**src/iss_pkg.sv**
```systemverilog
`timescale 1ns / 1ps

package iss_pkg;

   localparam int MAX_BODY_BYTES = 65536;
   // offset counter holds MAX_BODY_BYTES itself
   localparam int OFS_W = $clog2(MAX_BODY_BYTES) + 1;
   localparam int NAME_W = 16;
   localparam int VAL_W = 17;

   localparam int QUEUE_DEPTH = 4;
   localparam int QUEUE_AW = $clog2(QUEUE_DEPTH);
   localparam int QUEUE_CW = QUEUE_AW + 1;

   typedef enum logic {
      KIND_SETTING = 1'b0,
      KIND_END     = 1'b1
   } kind_type;

   typedef struct packed {
      kind_type          kind;
      logic [NAME_W-1:0] name_offset;
      logic [NAME_W-1:0] name_length;
      logic [VAL_W-1:0]  value_offset;
      logic [VAL_W-1:0]  value_length;
      logic              overflow;
      logic              last_result;
   } rsp_type;

   // up to two result words per accepted item; word 1 only with word 0
   typedef struct packed {
      logic    valid0;
      logic    valid1;
      rsp_type data0;
      rsp_type data1;
   } push_type;

endpackage

```
**src/iss_parser.sv**
```systemverilog
`timescale 1ns / 1ps

module iss_parser
   import iss_pkg::*;
(
   input  logic       clock,
   input  logic       reset,
   input  logic       accept,
   input  logic [7:0] text_byte,
   input  logic       end_of_body,
   output push_type   push
);

   typedef enum logic [2:0] {
      MODE_SKIP    = 3'd0,
      MODE_COMMENT = 3'd1,
      MODE_NAME    = 3'd2,
      MODE_VALUE   = 3'd3,
      MODE_DONE    = 3'd4
   } mode_type;

   typedef enum logic [1:0] {
      QUOTE_NONE   = 2'd0,
      QUOTE_SINGLE = 2'd1,
      QUOTE_DOUBLE = 2'd2
   } quote_type;

   localparam logic [7:0] CH_NEWLINE   = 8'h0A;
   localparam logic [7:0] CH_HASH      = 8'h23;
   localparam logic [7:0] CH_BRACKET   = 8'h5B;
   localparam logic [7:0] CH_EQUALS    = 8'h3D;
   localparam logic [7:0] CH_BACKSLASH = 8'h5C;
   localparam logic [7:0] CH_SQUOTE    = 8'h27;
   localparam logic [7:0] CH_DQUOTE    = 8'h22;
   localparam logic [7:0] CH_SPACE     = 8'h20;
   localparam logic [7:0] CH_TAB       = 8'h09;
   localparam logic [7:0] CH_CR        = 8'h0D;
   localparam logic [OFS_W-1:0] OFS_MAX = OFS_W'(MAX_BODY_BYTES);

   mode_type          mode_ff, mode_in;
   logic [OFS_W-1:0]  offset_ff, offset_in;
   logic [OFS_W-1:0]  name_start_ff, name_start_in;
   logic [OFS_W-1:0]  trim_end_ff, trim_end_in;
   logic [OFS_W-1:0]  value_start_ff, value_start_in;
   quote_type         quote_ff, quote_in;
   logic              bslash_ff, bslash_in;
   logic              ovf_ff, ovf_in;

   logic              white;
   logic              at_max;
   logic [OFS_W-1:0]  idx_inc;
   logic [OFS_W-1:0]  vstart_sat;
   logic              has_name;
   logic [OFS_W-1:0]  vlen;
   logic [OFS_W-1:0]  nlen;
   rsp_type           setting;
   rsp_type           end_mark;

   assign white = (text_byte == CH_SPACE) || ((text_byte >= CH_TAB) && (text_byte <= CH_CR));
   // the byte index is the offset itself; it saturates at the limit
   assign at_max = (offset_ff == OFS_MAX);
   assign idx_inc = offset_ff + OFS_W'(1);
   assign vstart_sat = at_max ? OFS_MAX : idx_inc;
   assign has_name = (trim_end_ff > name_start_ff);
   // a value ends at the current byte or at the body end: both are offset_ff
   assign vlen = (offset_ff >= value_start_ff) ? (offset_ff - value_start_ff) : '0;
   assign nlen = trim_end_ff - name_start_ff;

   always_comb begin
      setting.kind         = KIND_SETTING;
      setting.name_offset  = name_start_ff[NAME_W-1:0];
      setting.name_length  = nlen[NAME_W-1:0];
      setting.value_offset = VAL_W'(value_start_ff);
      setting.value_length = VAL_W'(vlen);
      setting.overflow     = end_of_body ? ovf_ff : (ovf_ff | at_max);
      setting.last_result  = !end_of_body;

      end_mark = '0;
      end_mark.kind        = KIND_END;
      end_mark.overflow    = ovf_ff;
      end_mark.last_result = 1'b1;
   end

   always_comb begin
      mode_in        = mode_ff;
      offset_in      = offset_ff;
      name_start_in  = name_start_ff;
      trim_end_in    = trim_end_ff;
      value_start_in = value_start_ff;
      quote_in       = quote_ff;
      bslash_in      = bslash_ff;
      ovf_in         = ovf_ff;
      push           = '0;

      if (accept && end_of_body) begin
         if ((mode_ff == MODE_VALUE) && has_name) begin
            push.valid0 = 1'b1;
            push.data0  = setting;
            push.valid1 = 1'b1;
            push.data1  = end_mark;
         end else begin
            push.valid0 = 1'b1;
            push.data0  = end_mark;
         end
         mode_in        = MODE_SKIP;
         offset_in      = '0;
         name_start_in  = '0;
         trim_end_in    = '0;
         value_start_in = '0;
         quote_in       = QUOTE_NONE;
         bslash_in      = 1'b0;
         ovf_in         = 1'b0;
      end else if (accept) begin
         offset_in = at_max ? offset_ff : idx_inc;
         ovf_in    = ovf_ff | at_max;
         unique case (mode_ff)
            MODE_SKIP: begin
               if (white) begin
                  mode_in = MODE_SKIP;
               end else if (text_byte == CH_BRACKET) begin
                  mode_in = MODE_DONE;
               end else if (text_byte == CH_HASH) begin
                  mode_in = MODE_COMMENT;
               end else if (text_byte == CH_EQUALS) begin
                  // empty name; the setting is dropped at its end
                  name_start_in  = offset_ff;
                  trim_end_in    = offset_ff;
                  value_start_in = vstart_sat;
                  quote_in       = QUOTE_NONE;
                  bslash_in      = 1'b0;
                  mode_in        = MODE_VALUE;
               end else begin
                  name_start_in = offset_ff;
                  trim_end_in   = idx_inc;
                  mode_in       = MODE_NAME;
               end
            end
            MODE_NAME: begin
               if (text_byte == CH_EQUALS) begin
                  value_start_in = vstart_sat;
                  quote_in       = QUOTE_NONE;
                  bslash_in      = 1'b0;
                  mode_in        = MODE_VALUE;
               end else if (text_byte == CH_NEWLINE) begin
                  mode_in = MODE_SKIP;
               end else if (!white) begin
                  trim_end_in = idx_inc;
               end
            end
            MODE_COMMENT: begin
               if (text_byte == CH_NEWLINE) begin
                  mode_in = MODE_SKIP;
               end
            end
            MODE_VALUE: begin
               if (bslash_ff && (text_byte == CH_NEWLINE)) begin
                  // line continuation
                  bslash_in = 1'b0;
               end else begin
                  bslash_in = (text_byte == CH_BACKSLASH);
                  if (quote_ff != QUOTE_NONE) begin
                     if (((quote_ff == QUOTE_SINGLE) && (text_byte == CH_SQUOTE)) ||
                         ((quote_ff == QUOTE_DOUBLE) && (text_byte == CH_DQUOTE))) begin
                        quote_in = QUOTE_NONE;
                     end
                  end else if (text_byte == CH_SQUOTE) begin
                     quote_in = QUOTE_SINGLE;
                  end else if (text_byte == CH_DQUOTE) begin
                     quote_in = QUOTE_DOUBLE;
                  end else if (text_byte == CH_NEWLINE) begin
                     push.valid0 = has_name;
                     push.data0  = setting;
                     mode_in     = MODE_SKIP;
                  end
               end
            end
            default: begin
               mode_in = MODE_DONE;
            end
         endcase
      end
   end

   always_ff @(posedge clock) begin
      if (reset) begin
         mode_ff        <= MODE_SKIP;
         offset_ff      <= '0;
         name_start_ff  <= '0;
         trim_end_ff    <= '0;
         value_start_ff <= '0;
         quote_ff       <= QUOTE_NONE;
         bslash_ff      <= 1'b0;
         ovf_ff         <= 1'b0;
      end else begin
         mode_ff        <= mode_in;
         offset_ff      <= offset_in;
         name_start_ff  <= name_start_in;
         trim_end_ff    <= trim_end_in;
         value_start_ff <= value_start_in;
         quote_ff       <= quote_in;
         bslash_ff      <= bslash_in;
         ovf_ff         <= ovf_in;
      end
   end

endmodule

```
**src/iss_out_queue.sv**
```systemverilog
`timescale 1ns / 1ps

module iss_out_queue
   import iss_pkg::*;
(
   input  logic     clock,
   input  logic     reset,
   input  push_type push,
   output logic     room,
   output logic     rsp_valid,
   input  logic     rsp_ready,
   output rsp_type  rsp_word
);

   rsp_type             mem_ff [QUEUE_DEPTH];
   logic [QUEUE_AW-1:0] wr_ptr_ff, wr_ptr_in;
   logic [QUEUE_AW-1:0] rd_ptr_ff, rd_ptr_in;
   logic [QUEUE_CW-1:0] count_ff, count_in;
   logic [QUEUE_AW-1:0] wr_ptr_next;
   logic [QUEUE_CW-1:0] n_push;
   logic                pop;

   // two free entries cover the worst case of one item
   assign room = (count_ff <= QUEUE_CW'(QUEUE_DEPTH - 2));
   assign rsp_valid = (count_ff != '0);
   assign rsp_word = mem_ff[rd_ptr_ff];
   assign pop = rsp_valid && rsp_ready;
   assign wr_ptr_next = wr_ptr_ff + QUEUE_AW'(1);
   assign n_push = QUEUE_CW'(push.valid0) + QUEUE_CW'(push.valid1);

   always_comb begin
      wr_ptr_in = wr_ptr_ff + n_push[QUEUE_AW-1:0];
      rd_ptr_in = pop ? (rd_ptr_ff + QUEUE_AW'(1)) : rd_ptr_ff;
      count_in  = count_ff + n_push - QUEUE_CW'(pop);
   end

   always_ff @(posedge clock) begin
      if (push.valid0) begin
         mem_ff[wr_ptr_ff] <= push.data0;
      end
      if (push.valid1) begin
         mem_ff[wr_ptr_next] <= push.data1;
      end
   end

   always_ff @(posedge clock) begin
      if (reset) begin
         wr_ptr_ff <= '0;
         rd_ptr_ff <= '0;
         count_ff  <= '0;
      end else begin
         wr_ptr_ff <= wr_ptr_in;
         rd_ptr_ff <= rd_ptr_in;
         count_ff  <= count_in;
      end
   end

endmodule

```
**src/ini_setting_scanner_unit.sv**
```systemverilog
`timescale 1ns / 1ps

// Setting scanner for one INI section body. Feed the body one byte per word on
// req_, then a word with req_end_of_body set; each name=value line with a
// non-empty name comes back on rsp_ as offsets and lengths, and the terminator
// adds an end-of-section word. One word is taken per clock cycle while req_ready
// is high: the parser state updates in the cycle a word is accepted and its
// results land in a four-entry output queue, whose head drives rsp_. req_ready
// drops only while fewer than two queue entries are free, i.e. when the
// consumer stalls.
module ini_setting_scanner_unit
   import iss_pkg::*;
(
   input  logic              clock,
   input  logic              reset,
   input  logic              req_valid,
   output logic              req_ready,
   input  logic [7:0]        req_text_byte,
   input  logic              req_end_of_body,
   output logic              rsp_valid,
   input  logic              rsp_ready,
   output logic              rsp_kind,
   output logic [NAME_W-1:0] rsp_name_offset,
   output logic [NAME_W-1:0] rsp_name_length,
   output logic [VAL_W-1:0]  rsp_value_offset,
   output logic [VAL_W-1:0]  rsp_value_length,
   output logic              rsp_overflow,
   output logic              rsp_last_result
);

   logic     accept;
   logic     room;
   push_type push;
   rsp_type  rsp_word;

   assign req_ready = room;
   assign accept = req_valid && room;

   iss_parser u_parser (
      .clock       (clock),
      .reset       (reset),
      .accept      (accept),
      .text_byte   (req_text_byte),
      .end_of_body (req_end_of_body),
      .push        (push)
   );

   iss_out_queue u_queue (
      .clock     (clock),
      .reset     (reset),
      .push      (push),
      .room      (room),
      .rsp_valid (rsp_valid),
      .rsp_ready (rsp_ready),
      .rsp_word  (rsp_word)
   );

   assign rsp_kind         = rsp_word.kind;
   assign rsp_name_offset  = rsp_word.name_offset;
   assign rsp_name_length  = rsp_word.name_length;
   assign rsp_value_offset = rsp_word.value_offset;
   assign rsp_value_length = rsp_word.value_length;
   assign rsp_overflow     = rsp_word.overflow;
   assign rsp_last_result  = rsp_word.last_result;

endmodule

```
**config.mk**
```make
export PLATFORM = sky130hd
export DESIGN_NAME = ini_setting_scanner_unit
export DESIGN_NICKNAME = d
export VERILOG_FILES = /design/src/iss_pkg.sv /design/src/iss_parser.sv /design/src/iss_out_queue.sv /design/src/ini_setting_scanner_unit.sv
export SDC_FILE = /design/constraint.sdc
export NUM_CORES = 1
export LEC_CHECK = 0
export BUFFER_PORTS_ARGS = -buffer_cell sky130_fd_sc_hd__buf_2
export CAP_MARGIN = 0
export CORE_ASPECT_RATIO = 1.2
export CORE_MARGIN = 2
export CORE_UTILIZATION = 50
export DETAILED_ROUTE_END_ITERATION = 7
export MAX_ROUTING_LAYER = met4
export PLACE_DENSITY = 0.67
export SKIP_LAST_GASP = 1
export SYNTH_ARGS = -nofsm -noshare
export SYNTH_HDL_FRONTEND = slang
export SYNTH_HIERARCHICAL = 1
export SYNTH_SLANG_ARGS = --single-unit
```
**constraint.sdc**
```tcl
create_clock -name clock -period 13.9 [get_ports clock]
set_input_delay 2.78 -clock clock [delete_from_list [all_inputs] [get_ports clock]]
set_output_delay 2.78 -clock clock [all_outputs]
set_load 0.05 [all_outputs]
```
Word level (Yosys, flattened, before mapping)
Memories as Yosys holds them, arrays and structs flattened. A register that Yosys moved wholly into a read port is not among the register bits.
Cells that the tools add are included.
- $add $sub $neg: 9
- $mul: 0
- divide/modulo/power cells: 0
- $lt $le $gt $ge: 5
- equality and inequality tests: 26
- shift operators: 0
- muxes and demuxes: 70
- bitwise operators: 5
- reduce and logical (&&, ||, !) cells: 24
- operator list (kind ; number):
    69-bit 2-to-1 mux ; 10
    17-bit 2-to-1 mux ; 13
    68-bit 2-to-1 mux ; 1
    17-bit one-hot mux with 2 select lines ; 2
    8-bit by 6-bit == test with 1-bit output, second input constant ; 5
    3-bit 2-to-1 mux ; 9
    2-bit 2-to-1 mux ; 11
    1-bit 2-to-1 mux ; 21
    2-bit inequality test, second input constant ; 10
    5-bit AND reduction ; 4
    17-bit by 1-bit adder with 17-bit output, second input constant ; 1
    17-bit == test, second input constant ; 1
    17-bit >= comparator ; 1
    17-bit > comparator ; 1
    17-bit subtractor ; 1
    8-bit by 7-bit == test with 1-bit output, second input constant ; 2
    8-bit AND reduction ; 2
    16-bit subtractor ; 1
    3-bit one-hot mux with 4 select lines ; 1
    8-bit by 4-bit == test with 1-bit output, second input constant ; 1
    8-bit by 4-bit >= comparator with 1-bit output, second input constant ; 1
    8-bit by 4-bit <= comparator with 1-bit output, second input constant ; 1
    1-bit logical AND ; 8
    3-bit by 2-bit == test with 1-bit output, second input constant ; 2
    22 further kinds ; 29
- register bits: 82
- latch bits: 0
- bits in writable memories: 276
- bits in read-only memories: 0
- output and inout bits: 71
- memories: 1
- memory list (memory ; depth ; width ; read ports ; clocked after Yosys merged registers in ; wr ports ; RTL line ; RTL):
    u_queue.mem_ff ; 4 ; 69 ; 1 ; 1 ; 2 ; iss_out_queue.sv:15 ; rsp_type mem_ff [QUEUE_DEPTH];

Depth between registers and ports, before layout
Gate-level depths: netlist of run 1.
- depth after elaboration: 12
- gate-level depth with buffers: 16

Cells and area by module
The synthesis of run 1 kept the hierarchy.
- by module, submodules not included (module ; instances ; cells each ; area an instance (µm²) ; sequential area each (µm²)):
    iss_out_queue ; 1 ; 717 ; 13700.6 ; 8468.1
    iss_parser ; 1 ; 828 ; 6263.5 ; 1501.4
    ini_setting_scanner_unit ; 1 ; 1 ; 6.3 ; 0.0

Least setup slack after synthesis of run 1
Ideal clock, no wire load.
- kind: input-to-reg
- start point: in req_text_byte[4]
- end point: mem u_queue/mem_ff[0][0] (netlist name), enable pin
- data arrival time: 8848 ps
- data required time: 13309 ps
- slack: 4460 ps
- cell stages on the path: 6
- path buffers: 0
- cell sequence: nor4b_2 -> and3_1 -> nand3_1 -> o21ai_0 -> nand2b_1 -> o21ai_0
- RTL lines (item ; RTL line ; RTL):
    start, declared ; ini_setting_scanner_unit.sv:18 ; input logic [7:0] req_text_byte,
    end, declared ; iss_out_queue.sv:15 ;

==> results of run 1 <==
[final cells by class]
| class | instances | share of cell area (%) |
|---|---|---|
| Clock inverter | 17 | 0.6360 |
| Multi-Input combinational cell | 1039 | 41.98 |
| Timing Repair Buffer | 101 | 2.521 |
| Tap cell | 533 | 3.054 |
| Inverter | 54 | 0.9282 |
| Sequential cell | 360 | 45.69 |
| Clock buffer | 54 | 5.197 |
[synthesized netlist by cell type (10+ instances only)]
| cell type | instances | area, um2 |
|---|---|---|
| a21o_1 | 11 | 82.58 |
| mux4_2 | 69 | 1554 |
| nand3_1 | 16 | 80.08 |
| nor2b_1 | 15 | 93.84 |
| xnor2_1 | 38 | 332.8 |
| nor3_1 | 21 | 105.1 |
| or3_1 | 11 | 68.82 |
| o21ai_0 | 26 | 130.1 |
| nand2_1 | 33 | 123.9 |
| dfxtp_1 | 84 | 1682 |
| nand4_1 | 11 | 68.82 |
| xor2_1 | 23 | 201.4 |
| buf_2 | 53 | 265.3 |
| nor2_1 | 164 | 615.6 |
| a211oi_1 | 38 | 285.3 |
| mux2_2 | 270 | 3040 |
| a21oi_1 | 39 | 195.2 |
| mux2_1 | 10 | 112.6 |
| ha_1 | 41 | 513.0 |
| mux2i_1 | 23 | 230.2 |
| inv_1 | 53 | 198.9 |
| clkbuf_1 | 29 | 108.9 |
| buf_4 | 71 | 533.0 |
| edfxtp_1 | 276 | 8288 |
[through the flow]
stage          util (%)  worst slack (ns)  instances
6_report          55.23             8.030       2158
5_1_grt           55.23             7.701       2158
4_1_cts           55.23             7.919       2158
3_5_place_dp      52.01             7.409       2087
3_3_place_gp      52.01             7.455       2087
2_1_floorplan         -             4.460       1611
[metal layers]
layer	GRT usage, %	wire length (um)	part of all wire [%]	vias up
met5	-	0	0	-
met4	6.658	1130	2.5	0
met3	2.627	1696	3.8	85
met2	36.86	21870	49	286
met1	28.96	19650	44	6061
li1	-	-	-	5795
[cells in the final DEF, fill, tap and decap left out, types with 18 or more instances in the layout]
cell | netlist | layout
xnor2_1 | 38 | 38
nor3_1 | 21 | 21
conb_1 | 1 | 66
mux4_2 | 69 | 69
a21oi_1 | 39 | 39
mux2_2 | 270 | 270
dfxtp_1 | 84 | 82
ha_1 | 41 | 41
o21ai_0 | 26 | 24
buf_2 | 53 | 83
a211oi_1 | 38 | 38
mux2i_1 | 23 | 23
nor2_1 | 164 | 160
inv_1 | 53 | 53
clkbuf_16 | 0 | 41
buf_4 | 71 | 18
xor2_1 | 23 | 23
edfxtp_1 | 276 | 276
nand2_1 | 33 | 33
[worst max-delay path, delay by kind of cell (launching register included)]
| kind | cells | cell delay [ns] |
|---|---|---|
| multiplexers | 1 | 0.69 |
| buffers and inverters | 2 | 1.11 |
| flip-flops | 1 | 0.74 |
[flip-flops by register name, indices dropped and copies added, names as in the netlist, 3 cells and up, named ones only]
name	flops
u_parser/mode_ff	3
u_parser/name_start_ff	17
u_parser/offset_ff	17
u_parser/trim_end_ff	17
u_parser/value_start_ff	17
u_queue/count_ff	3
u_queue/mem_ff	276
[kinds of logic after synthesis]
logic type	count (synthesis)	synth area share, %
DFF	360	49.92
AOI/OAI and AO/OA	171	5.783
adders and majority gates	44	2.869
muxes	372	24.72
buffers and inverters	212	5.745
and+or+nand+nor	323	8.032
other	1	0.01878
xor gates and xnor gates	63	2.907
[report_power, final]
group | total, mW | internal, mW | switching [mW] | leakage (nW)
Combinational | 0.809 | 0.270 | 0.539 | 4.16
Clock | 1.02 | 0.608 | 0.416 | 0.629
Sequential | 1.25 | 1.20 | 0.0479 | 3.05
[worst paths after layout]
kind,from,to,slack [ns],cells past startpoint
setup / recovery,flop,rsp_kind,8.03,3
hold / removal,u_parser/ovf_ff$_SDFFE_PP0P_,u_parser/ovf_ff$_SDFFE_PP0P_,0.48,1
setup reg to reg,u_parser/name_start_ff[10]$_SDFFE_PP0P_,u_queue/mem_ff[0][33]$_DFFE_PP_,9.43,10
hold reg to reg,u_parser/ovf_ff$_SDFFE_PP0P_,u_parser/ovf_ff$_SDFFE_PP0P_,0.48,1
==> results.cfg, run 1 <==
[final_layout]
n_fill_cell = 3317
regArea_um2 = 9977
fin_nets = 1652
n_antenna_cell = 0
postLayoutCellArea_um2 = 21840
multi_input_area_um2 = 9166
syn2layout_area_growth_pct = 9.348
drive_gt1_share_pct = 32.37

[detailed_routing]
wirelength_mm = 44.35
first_pass_iters = 6
drt_iter0_drc = 887
drc_errors = 0
vias = 12227
wl_per_cell_um = 20.55
viasPerCell = 5.666
drtAntennaViolNets = 0

[clocking]
clock_latency_ns = 0.53
cts_setup_buffers = 0
ctsResizeCount = 0
cts_hold_buf = 0
clkTransAtPathRegs_ns = 0.06
htree_num_levels = 2
clock_sinks = 360
cts_root_buffer = clkbuf_16
clockBufferDepth = 3
numCtsBuffers = 39
tritoncts = built

[timing]
fin_crit_ns = 5.870
holdWs_ns = 0.4823
finalHoldViolations = 0
setup_viol = 0
report.final.slew_viol_count = 0
slew_headroom_pct = 22.80
skew_ns = 0.01251
tns_ns = 0
worst_pin_slew_ns = 1.155
fmax_mhz = 170.3
min_period_over_period_pct = 42.23
rsz0062_at_grt = no

[critical_path]
cpPeakStageDelay_ns = 0.86
cp_slowest_cell = buf_4
crit_required_ns = 11.12
worstSetupEndpointType = output pin
crit_chain = buf_4 -> mux4_2 -> buf_2
crit_type = reg2out
arrival_ns = 3.09
worst_setup_path_start_kind = flop
critPathMaxFanout = 43

[place]
io_buffers = 83
hpwlAfterDp_mm = 28.81
placed_area_um2 = 20560
gp_congestion = 0.9114

[outcome]
status = finished clean

[global_routing]
overflow = 0
grt_pass1_wl_mm = 70.33
grt_pass1_vias = 12569
antenna_found_initial = 1
grt_max_degree = 56
grt_use_total_pct = 22.26

[power_and_ir_drop]
p_total_mw = 3.084
cellPowerDensity_nw_per_um2 = 141.2
power_leakage_nw = 7.838
peakVddDrop_uv = 124.3

[floorplanning]
core_area_um2 = 39540
dieArea_um2 = 41560
die_y_um = 222.9
row_count = 80
io_pins = 84
initial_core_util_pct = 50.51
chipWidth_um = 186.4

[logic_synthesis]
synth_cell_type_count = 79
synth_area_per_cell_um2 = 12.92
syn_inst = 1546
yosys_warnings = 6
synthFlopType = edfxtp_1
ys_seq_elements = 360
netlist_area_um2 = 19970
synth_edf_count = 276
yosysSeqAreaShare_pct = 49.92
async_flop_share_pct = 0

[min_path]
hp-class = reg2reg

[job]
cap_violations = 0
Power figures use the tool's default switching activity.
==> inputs of run 2 (changes only) <==
ABC_AREA = 1   (was unset)
clock period = 5.8 ns   (was 13.9 ns; I/O delays follow)
==> run 2 against run 1 <==
Compared with the run above: utilization down 1.5 points; wire length up 22%; global-route usage up 3.4 points; cell area up 2.5%; critical path depth up 2; clock power up 130%; sequential share of layout area down 1.1 points; power rose to 2.7 times the previous value; clock skew up 0.013 ns; register-to-register slack worse by 7.6 ns; combinational power rose to 3.7 times the previous value; sequential cell count unchanged; critical path type unchanged; highest routed layer unchanged.
==> results.cfg, run 2 <==
[outcome]
status = finished clean

[final_layout]
regMostFlops = u_queue/mem_ff
drive_gt1_share_pct = 12.33
final_cell_mix = 504 x nand2_1, 330 x nor2_1, 276 x edfxtp_1
n_antenna_cell = 0
largest_reg_flops = 276
syn2layout_area_growth_pct = 6.179
mostFrequentLayoutCell = nand2_1
postLayoutCoreUtil_pct = 53.73
instances_no_fill = 3092
fin_nets = 2572

[critical_path]
worst_setup_path_start_kind = flop
arrival_ns = 3.22
crit_type = reg2out
worstSetupEndpointType = output pin
crit_required_ns = 4.64
critPathMaxFanout = 63

[global_routing]
grt_max_degree = 101
overflow = 0
grt_use_total_pct = 25.67
grt_pass1_wl_mm = 85.93
antenna_found_initial = 0
grt_pass1_vias = 16288

[timing]
min_period_over_period_pct = 75.59
rsz0062_at_grt = no
holdWs_ns = 0.4732
slew_headroom_pct = 18.83
finalHoldViolations = 0
skew_ns = 0.02571
report.final.slew_viol_count = 0
fmax_mhz = 228.1
worst_pin_slew_ns = 1.217
setup_viol = 0
fin_crit_ns = 4.384

[place]
hpwlAfterDp_mm = 34.75
dpl.cell_count = 3020
gp_congestion = 0.9387
io_buffers = 83

[clocking]
clkTransAtPathRegs_ns = 0.06
clockBufferDepth = 3
tritoncts = built
cts_hold_buf = 0
cts_setup_buffers = 0
clock_sinks = 360
clock_latency_ns = 0.55
numCtsBuffers = 39
ctsResizeCount = 0
htree_num_levels = 2
cts_root_buffer = clkbuf_16

[detailed_routing]
drc_errors = 0
met1_length_mm = 23.24
wl_per_cell_um = 17.44
drt_iter0_drc = 1324
dr_wl_met3_mm = 3.031
viasPerCell = 5.455
drtAntennaViolNets = 0
wirelength_mm = 53.94
met2_length_mm = 25.90
first_pass_iters = 5
vias = 16866
top_layer_used = met4

[logic_synthesis]
synth.area.top_cells = edfxtp_1 39%, nand2_1 9.0%, dfxtp_1 8.0%
synth_edf_count = 276
syn_inst = 2505
yosysSeqAreaShare_pct = 47.30
yosys_warnings = 6
synth_top_area_share_pct = 39.32
synth_area_per_cell_um2 = 8.415
async_flop_share_pct = 0
synthFlopType = edfxtp_1
netlist_area_um2 = 21080
synth_cell_type_count = 51
netlist_top_cells_count = 505 x nand2_1, 330 x nor2_1, 276 x edfxtp_1, 270 x o21ai_0, 241 x inv_1
yosysMostFrequentCell = nand2_1
yosys.area.top_type = edfxtp_1
ys_seq_elements = 360

[floorplanning]
core_area_um2 = 41660
io_pins = 84
dieArea_um2 = 43820
chipWidth_um = 191.4
initial_core_util_pct = 50.60
die_y_um = 228.9
row_count = 82

[power_and_ir_drop]
cellPowerDensity_nw_per_um2 = 375.6
power_leakage_nw = 8.285
peakVddDrop_uv = 277.1

[job]
cap_violations = 0

[min_path]
hp-class = reg2reg
[run 2: metrics by stage]
stage               total power [mW]  TNS, ns  setup slack, ns  instance area, um2
CTS                            8.444        0            1.394               22380
floorplan                      5.423  -411.29           -1.987               21320
detailed placement             6.099        0            1.534               21190
global placement               6.084        0            1.568               21190
finish                         8.406        0            1.416               22380
global route                   8.859        0            1.279               22380
[run 2: worst max-delay path, cell delays in order, from the launching register on]
cell,delay (ns)
dfxtp_4,0.47
buf_4,0.59
buf_4,0.65
o21ai_0,0.19
o22ai_1,0.35
buf_2,0.34
[run 2: routing by layer]
| metal | global-route usage [%] | vias up |
|---|---|---|
| met5 | - | - |
| met4 | 9.447 | 0 |
| met3 | 3.931 | 103 |
| met2 | 41.62 | 476 |
| met1 | 32.45 | 7989 |
| li1 | - | 8298 |
[run 2: layout make-up]
class / count / area [um2]
Clock buffer: 52 / 1086
Tap cell: 546 / 683.2
Sequential cell: 360 / 9975
Fill cell: 3833 / 19270
Multi-Input combinational cell: 1761 / 8959
Timing Repair Buffer: 103 / 628.1
Clock inverter: 20 / 106.4
Inverter: 250 / 944.7
[run 2: logic make-up (layout without fill, tap and decap cells)]
kind of cell | Yosys count | after routing | share of synthesized area (%)
adder cells (fa/ha/maj) | 44 | 44 | 2.719
XOR/XNOR | 33 | 33 | 1.371
flip-flops | 360 | 360 | 47.30
AO/OA/AOI/OAI | 647 | 647 | 17.97
buffers and inverters | 449 | 425 | 11.72
other | 1 | 66 | 0.01779
AND/OR/NAND/NOR | 971 | 971 | 18.90
[run 2: power by group]
group	internal, mW	switching (mW)	total (mW)
registers	2.93	0.123	3.05
logic	0.796	2.21	3.01
clock network	1.32	1.02	2.34
total	5.04	3.36	8.41
[run 2: path summary, 6_finish.rpt]
path	from	endpoint	slack, ns	depth (start not counted)
max	flop	rsp_name_offset[1]	1.42	5
min	u_parser/value_start_ff[12]$_SDFFE_PP0P_	u_parser/value_start_ff[12]$_SDFFE_PP0P_	0.47	2
max reg2reg	u_parser/name_start_ff[10]$_SDFFE_PP0P_	u_queue/mem_ff[0][0]$_DFFE_PP_	1.87	12
min reg2reg	u_parser/value_start_ff[12]$_SDFFE_PP0P_	u_parser/value_start_ff[12]$_SDFFE_PP0P_	0.47	2
